`config.mk`:
```
export PLATFORM = sky130hd
export DESIGN_NAME = lcd_line_timing_status
export DESIGN_NICKNAME = d
export VERILOG_FILES = /design/src/hw/rtl/lltstat_pkg.sv /design/src/hw/rtl/lcd_line_timing_status.sv
export SDC_FILE = /design/constraint.sdc
export NUM_CORES = 1
export LEC_CHECK = 0
export CAP_MARGIN = 20
export CORE_ASPECT_RATIO = 0.75
export CORE_MARGIN = 3
export CORE_UTILIZATION = 40
export DETAILED_ROUTE_END_ITERATION = 8
export DONT_BUFFER_PORTS = 1
export GPL_ROUTABILITY_DRIVEN = 0
export PLACE_DENSITY_LB_ADDON = 0.15
export SYNTH_ARGS = -nofsm -noshare
export SYNTH_HDL_FRONTEND = slang
export SYNTH_SLANG_ARGS = --single-unit
```
`constraint.sdc`:
```
create_clock -name aclk -period 7.6 [get_ports aclk]
set_input_delay 0.38 -clock aclk [delete_from_list [all_inputs] [get_ports aclk]]
set_output_delay 0.38 -clock aclk [all_outputs]
set_load 0.01 [all_outputs]
```
`src/hw/rtl/lltstat_pkg.sv`:
```
`timescale 1ns / 1ps
// ----------------------------------------------------------------------------
// lltstat_pkg
// Shared types and constants for the lcd line timing and status block.
// ----------------------------------------------------------------------------
package lltstat_pkg;

    // payload widths fixed by the interface
    localparam int ELAPSED_W = 7;
    localparam int LINE_W    = 8;
    localparam int CFG_IDX_W = 2;
    localparam int CFG_DAT_W = 8;
    localparam int SEL_W     = 4;

    // mode decode thresholds within a visible line
    localparam int SEARCH_END   = 80;
    localparam int TRANSFER_END = 172;

    // lcd mode codes
    typedef enum logic [1:0] {
        MODE_HBLANK   = 2'd0,
        MODE_VBLANK   = 2'd1,
        MODE_SEARCH   = 2'd2,
        MODE_TRANSFER = 2'd3
    } lcd_mode_t;

    // configuration register indexes
    typedef enum logic [CFG_IDX_W-1:0] {
        REG_DISPLAY_ENABLE    = 2'd0,
        REG_STATUS_IRQ_SELECT = 2'd1,
        REG_COMPARE_LINE      = 2'd2
    } cfg_index_t;

    // bit positions in the status interrupt select register
    localparam int SEL_HBLANK  = 0;
    localparam int SEL_VBLANK  = 1;
    localparam int SEL_SEARCH  = 2;
    localparam int SEL_COMPARE = 3;

endpackage

```
`src/hw/rtl/lcd_line_timing_status.sv`:
```
`timescale 1ns / 1ps
// Pipeline: input register, then result register on the m_ side. Throughput:
// one request per cycle unless m_ready stalls; the only loop is the cycle
// counter and line register, updated by one add, one compare and a mode decode.
// Reset: aresetn (synchronous, active low) clears the counter, line, previous
// mode, configuration registers and both valid flags.
// ----------------------------------------------------------------------------
// lcd_line_timing_status
// Tracks display line timing from elapsed cycle counts and produces the line,
// mode, coincidence flag, interrupt pulses and a draw strobe per request.
// ----------------------------------------------------------------------------
module lcd_line_timing_status #(
    parameter int LINE_CYCLES   = 456,
    parameter int VISIBLE_LINES = 144,
    parameter int TOTAL_LINES   = 154
) (
    input  logic                               aclk,
    input  logic                               aresetn,
    // configuration write port
    input  logic                               cfg_wr_en,
    input  logic [lltstat_pkg::CFG_IDX_W-1:0]  cfg_index,
    input  logic [lltstat_pkg::CFG_DAT_W-1:0]  cfg_data,
    // request input
    input  logic                               s_valid,
    output logic                               s_ready,
    input  logic [lltstat_pkg::ELAPSED_W-1:0]  s_elapsed_cycles,
    // result output
    output logic                               m_valid,
    input  logic                               m_ready,
    output logic [lltstat_pkg::LINE_W-1:0]     m_current_line,
    output logic [1:0]                         m_lcd_mode,
    output logic                               m_coincidence,
    output logic                               m_vblank_irq,
    output logic                               m_status_irq,
    output logic                               m_draw_strobe,
    output logic [lltstat_pkg::LINE_W-1:0]     m_drawn_line
);

    // counter holds up to one line period plus one maximal elapsed count
    localparam int CNT_W = $clog2(LINE_CYCLES + (1 << lltstat_pkg::ELAPSED_W));
    localparam int LW    = lltstat_pkg::LINE_W;

    localparam logic [CNT_W-1:0] LINE_C     = CNT_W'(LINE_CYCLES);
    localparam logic [CNT_W-1:0] SEARCH_C   = CNT_W'(lltstat_pkg::SEARCH_END);
    localparam logic [CNT_W-1:0] TRANSFER_C = CNT_W'(lltstat_pkg::TRANSFER_END);
    localparam logic [LW-1:0]    VIS_L      = LW'(VISIBLE_LINES);
    localparam logic [LW-1:0]    TOT_L      = LW'(TOTAL_LINES);

    // configuration registers
    logic                            display_enable_reg;
    logic [lltstat_pkg::SEL_W-1:0]   irq_select_reg;
    logic [LW-1:0]                   compare_line_reg;

    // input stage
    logic                                in_valid_reg;
    logic [lltstat_pkg::ELAPSED_W-1:0]   in_elapsed_reg;

    // timing state
    logic [CNT_W-1:0]        cnt_reg, cnt_next;
    logic [LW-1:0]           line_reg, line_next;
    lltstat_pkg::lcd_mode_t  prev_mode_reg, prev_mode_next;

    // result stage
    logic                    out_valid_reg;
    logic [LW-1:0]           out_line_reg, out_line_next;
    lltstat_pkg::lcd_mode_t  out_mode_reg, out_mode_next;
    logic                    out_coin_reg, out_coin_next;
    logic                    out_vblank_reg, out_vblank_next;
    logic                    out_stat_reg, out_stat_next;
    logic                    out_strobe_reg, out_strobe_next;
    logic [LW-1:0]           out_drawn_reg, out_drawn_next;

    // datapath intermediates
    logic [CNT_W-1:0]        cnt_sum;
    logic                    line_wrap;
    logic [LW-1:0]           line_inc;
    logic [LW-1:0]           line_adv;
    lltstat_pkg::lcd_mode_t  mode_dec;
    logic                    mode_irq_en;
    logic                    coin_hit;
    logic                    advance;

    // handshake
    assign advance = in_valid_reg && (!out_valid_reg || m_ready);
    assign s_ready = !in_valid_reg || advance;

    // configuration writes
    always_ff @(posedge aclk) begin
        if (!aresetn) begin
            display_enable_reg <= 1'b0;
            irq_select_reg     <= '0;
            compare_line_reg   <= '0;
        end else if (cfg_wr_en) begin
            case (cfg_index)
                lltstat_pkg::REG_DISPLAY_ENABLE:    display_enable_reg <= cfg_data[0];
                lltstat_pkg::REG_STATUS_IRQ_SELECT: irq_select_reg <= cfg_data[lltstat_pkg::SEL_W-1:0];
                lltstat_pkg::REG_COMPARE_LINE:      compare_line_reg <= cfg_data[LW-1:0];
                default: ;
            endcase
        end
    end

    // counter and line advance
    always_comb begin
        cnt_sum   = cnt_reg + CNT_W'(in_elapsed_reg);
        line_wrap = (cnt_sum >= LINE_C);
        line_inc  = line_reg + LW'(1);
        line_adv  = (line_inc >= TOT_L) ? '0 : line_inc;
    end

    // mode decode on the updated line and counter
    always_comb begin
        cnt_next  = line_wrap ? (cnt_sum - LINE_C) : cnt_sum;
        line_next = line_wrap ? line_adv : line_reg;
        if (line_next >= VIS_L) begin
            mode_dec = lltstat_pkg::MODE_VBLANK;
        end else if (cnt_next <= SEARCH_C) begin
            mode_dec = lltstat_pkg::MODE_SEARCH;
        end else if (cnt_next <= TRANSFER_C) begin
            mode_dec = lltstat_pkg::MODE_TRANSFER;
        end else begin
            mode_dec = lltstat_pkg::MODE_HBLANK;
        end
        case (mode_dec)
            lltstat_pkg::MODE_HBLANK: mode_irq_en = irq_select_reg[lltstat_pkg::SEL_HBLANK];
            lltstat_pkg::MODE_VBLANK: mode_irq_en = irq_select_reg[lltstat_pkg::SEL_VBLANK];
            lltstat_pkg::MODE_SEARCH: mode_irq_en = irq_select_reg[lltstat_pkg::SEL_SEARCH];
            default:                  mode_irq_en = 1'b0;
        endcase
        coin_hit = (line_next == compare_line_reg);
    end

    // result selection, display on or off
    always_comb begin
        if (!display_enable_reg) begin
            out_line_next   = '0;
            out_mode_next   = lltstat_pkg::MODE_VBLANK;
            out_coin_next   = 1'b0;
            out_vblank_next = 1'b0;
            out_stat_next   = 1'b0;
            out_strobe_next = 1'b0;
            out_drawn_next  = '0;
            prev_mode_next  = lltstat_pkg::MODE_VBLANK;
        end else begin
            out_line_next   = line_next;
            out_mode_next   = mode_dec;
            out_coin_next   = coin_hit;
            out_vblank_next = line_wrap && (line_adv == VIS_L);
            out_stat_next   = ((mode_dec != prev_mode_reg) && mode_irq_en)
                            || (coin_hit && irq_select_reg[lltstat_pkg::SEL_COMPARE]);
            out_strobe_next = line_wrap && (line_reg < VIS_L);
            out_drawn_next  = out_strobe_next ? line_reg : '0;
            prev_mode_next  = mode_dec;
        end
    end

    // input register, timing state and result register
    always_ff @(posedge aclk) begin
        if (!aresetn) begin
            in_valid_reg  <= 1'b0;
            out_valid_reg <= 1'b0;
            cnt_reg       <= '0;
            line_reg      <= '0;
            prev_mode_reg <= lltstat_pkg::MODE_HBLANK;
        end else begin
            if (s_valid && s_ready) begin
                in_valid_reg   <= 1'b1;
                in_elapsed_reg <= s_elapsed_cycles;
            end else if (advance) begin
                in_valid_reg <= 1'b0;
            end
            if (advance) begin
                out_valid_reg  <= 1'b1;
                cnt_reg        <= display_enable_reg ? cnt_next : LINE_C;
                line_reg       <= display_enable_reg ? line_next : '0;
                prev_mode_reg  <= prev_mode_next;
                out_line_reg   <= out_line_next;
                out_mode_reg   <= out_mode_next;
                out_coin_reg   <= out_coin_next;
                out_vblank_reg <= out_vblank_next;
                out_stat_reg   <= out_stat_next;
                out_strobe_reg <= out_strobe_next;
                out_drawn_reg  <= out_drawn_next;
            end else if (m_ready) begin
                out_valid_reg <= 1'b0;
            end
        end
    end

    // output ports
    assign m_valid        = out_valid_reg;
    assign m_current_line = out_line_reg;
    assign m_lcd_mode     = out_mode_reg;
    assign m_coincidence  = out_coin_reg;
    assign m_vblank_irq   = out_vblank_reg;
    assign m_status_irq   = out_stat_reg;
    assign m_draw_strobe  = out_strobe_reg;
    assign m_drawn_line   = out_drawn_reg;

    // counter never exceeds one line period
    assert property (@(posedge aclk) disable iff (!aresetn) cnt_reg <= LINE_C)
        else $error("cycle counter above line period");

    // line stays inside the frame
    assert property (@(posedge aclk) disable iff (!aresetn) line_reg < TOT_L)
        else $error("line number past total lines");

    // vblank pulse only on entering the first non-visible line
    assert property (@(posedge aclk) disable iff (!aresetn)
        (m_valid && m_vblank_irq) |->
            (m_current_line == VIS_L) && (m_lcd_mode == lltstat_pkg::MODE_VBLANK))
        else $error("vblank pulse on wrong line or mode");

    // draw strobe names a visible line
    assert property (@(posedge aclk) disable iff (!aresetn)
        (m_valid && m_draw_strobe) |-> (m_drawn_line < VIS_L))
        else $error("draw strobe for non-visible line");

    // a processed request lands in the result register next cycle
    assert property (@(posedge aclk) disable iff (!aresetn) advance |=> out_valid_reg)
        else $error("result lost after advance");

endmodule

```
==> metrics.cfg <==
[clock_network]
clk_pin_slew_worst_paths_ps=60
cts_tree=built
cts.sinks=64
cts_hold_buffers=0
cts_root_buffer=clkbuf_16
cts_buffers=9
post_cts_buffers=0
h-tree-depth=3
cts_max_path_buffers=2
cts_resized=0
insertion_delay_ps=330

[timing]
worstMarginPinSlew_ps=857
slew_violations=0
fin_crit_ps=4500
fin_crit_sh_pct=59.2
holdWs_ps=138
fmax_mhz=222
slew_headroom_pct=42.8
hold_violations=0
setup_violations=0
fin_skew_ps=6.80
fin_setup_tns_ps=0
rsz0062_at_grt=no

[drt]
antenna_left=0
route.detailed.drc=0
wire_per_inst_um=17.8
drtIter0Drc=291
viasPerCell=5.77
first_pass_iters=5
drt-total-wl_um=9980
vias=3231

[finish]
diodes=0
final_area_mm2=0.00430
synthToLayoutAreaGrowth_pct=9.42
nFillCells=939
largest_reg_flops=10
fin_util_pct=46.2
num-nets-final=461
final_layout_size_suffix_gt1_share_pct=9.95

[min_path]
hold_depth=0
hp-class=in2reg
hold_path_end=in_elapsed_reg[2]
worstHoldStart=s_elapsed_cycles[2]

[synth]
syn_area_per_cell_um2=8.98
synth-async-reset-ratio_pct=0
synth-seq-area-share_pct=40.0
synth_top_area_share_pct=22.1
syn-cell-area_mm2=0.00393
ys_types=71
yosysWarnings=0
ys_top_cells_by_count=nor2_1 (48), nand2_1 (42), dfxtp_1 (35)
synth_edf_count=29
ys_ff_latch=64
synth_nets=472
postSynthCellCount=438
synth_area_leaders=edfxtp_1 (22%), dfxtp_1 (18%), nor2_1 (4.6%)
synth_top_area_cell=edfxtp_1
yosysMostFrequentCell=nor2_1
synthFlopType=dfxtp_1

[power]
leakagePower_nw=1.56
power.density_mw_per_mm2=204
p_total_mw=0.877
ir_drop_mv=0.148

[worst_setup_path]
arrival_ps=4690
cp_top_family=compound AO/OA/AOI/OAI gates
crit_buf_inv=0
cp_num_cells=12
critPathSlowestCell=a222oi_1
worstSetupPathType=reg2reg
reg2reg_to=m_status_irq
worstPathRequired_ps=7800
ff2ff_path_depth=12
cp-start-kind=register
ff2ff_setup_slack_ps=3100
crit_path_end_kind=register
crit_chain=ha_1 -> fa_1 -> a211o_1 -> a21o_1 -> a222oi_1 -> a22oi_1 -> a21oi_2 -> mux2_2 -> a211oi_2 -> nor2_1 -> o221a_2 -> o2bb2ai_2
reg2reg_from=in_elapsed_reg[0]
slowest_delay_ps=780
cp_max_fo=13
critical_path.startpoint=in_elapsed_reg[0]

[floorplan]
num_rows=30
boundaryPins=46
start_util_pct=42.2
dieWidth_um=120
die_h_um=91.9
die_area_mm2=0.0111
core_area_mm2=0.00931

[global_route]
antenna_found_initial=0
grt_usage_pct=18.5
grt_max_degree=31
first_global_vias=2943
grt_pass1_wl_um=15800
grt_overflow_total=0

[flow_run]
max_cap_violations=0

[place]
portBuffers=0
place_area_mm2=0.00398
dp_hpwl_um=7250

[outcome]
status=completed

## worst reg2reg max path, delay by kind of cell, from the launching register on
| family | cells | cell delay (ps) |
|---|---|---|
| flops | 1 | 380 |
| mux | 1 | 410 |
| simple gates | 1 | 140 |
| fa+ha+maj | 2 | 700 |
| compound gates | 8 | 2730 |
## through the flow
step,setup slack (ps),instances
floorplan,3920,438
global placement,3370,543
detailed placement,3140,543
CTS,3140,559
global route,2910,560
finish,3100,560
## cells in the final DEF (no fill, tap or decap), types with 3 or more instances in the layout
| master | Yosys | layout |
|---|---|---|
| a211oi_1 | 5 | 5 |
| a21o_1 | 4 | 4 |
| a21o_2 | 3 | 3 |
| a21oi_1 | 34 | 34 |
| a221oi_1 | 3 | 3 |
| a22oi_1 | 5 | 5 |
| a31oi_1 | 4 | 4 |
| and2_1 | 13 | 13 |
| and3_1 | 7 | 7 |
| buf_4 | 0 | 3 |
| clkbuf_1 | 20 | 3 |
| clkbuf_16 | 0 | 11 |
| dfxtp_1 | 35 | 35 |
| edfxtp_1 | 29 | 29 |
| ha_1 | 11 | 11 |
| inv_1 | 10 | 10 |
| mux2_2 | 4 | 4 |
| mux2i_1 | 16 | 16 |
| nand2_1 | 42 | 42 |
| nand2b_1 | 5 | 5 |
| nand3_1 | 14 | 14 |
| nand3b_1 | 3 | 3 |
| nand4_1 | 3 | 3 |
| nor2_1 | 48 | 47 |
| nor2b_1 | 10 | 10 |
| nor3_1 | 9 | 9 |
| nor4_1 | 4 | 4 |
| o211a_1 | 3 | 3 |
| o211ai_1 | 4 | 4 |
| o21a_1 | 4 | 4 |
| o21ai_0 | 18 | 18 |
| o22ai_1 | 4 | 4 |
| o31ai_1 | 4 | 4 |
| or3_1 | 4 | 4 |
| xnor2_1 | 9 | 9 |
## per-layer routing
| metal | global-route usage (%) | vias to the layer above | share of wire [%] |
|---|---|---|---|
| met5 | 0 | - | 0 |
| met4 | 5.85 | 0 | 1.1 |
| met3 | 5.80 | 10 | 8.5 |
| met2 | 24.3 | 132 | 40 |
| met1 | 28.1 | 1497 | 50 |
| li1 | - | 1592 | - |
## report_power, final
part           switching, mW  internal (mW)  total, mW
clock                  0.149          0.270      0.419
combinational         0.0491         0.0282     0.0773
sequential            0.0101          0.371      0.381
total                  0.208          0.669      0.877
## final cells by class
| type | instances | area, um^2 | area share, % |
|---|---|---|---|
| tap | 128 | 160 | 3.72 |
| inverter | 10 | 37.5 | 0.872 |
| clock inverter | 1 | 6.26 | 0.145 |
| sequential | 64 | 1570 | 36.5 |
| multi-input combinational | 338 | 2190 | 50.9 |
| timing repair buffer | 4 | 37.5 | 0.872 |
| clock buffer | 15 | 300 | 6.98 |
## cell families (layout without fill, tap and decap cells)
| logic type | after synthesis | in the layout | synth area share [%] |
|---|---|---|---|
| XOR/XNOR | 11 | 11 | 2.45 |
| adder cells (fa/ha/maj) | 12 | 12 | 4.01 |
| multiplexers | 21 | 21 | 5.79 |
| AND/OR/NAND/NOR | 175 | 175 | 22.4 |
| buffers and inverters | 36 | 30 | 4.42 |
| flip-flops | 64 | 64 | 40.0 |
| AO/OA/AOI/OAI | 119 | 119 | 21.0 |
## worst max path at each step
stage                              end  slack, ps
final                     m_status_irq       3100
after global routing      m_status_irq       2910
after CTS                 m_status_irq       3140
after detailed placement  m_status_irq       3140
after global placement    m_status_irq       3370
after floorplan           m_status_irq       3920
Note: power is estimated with default switching activity, not from simulation.
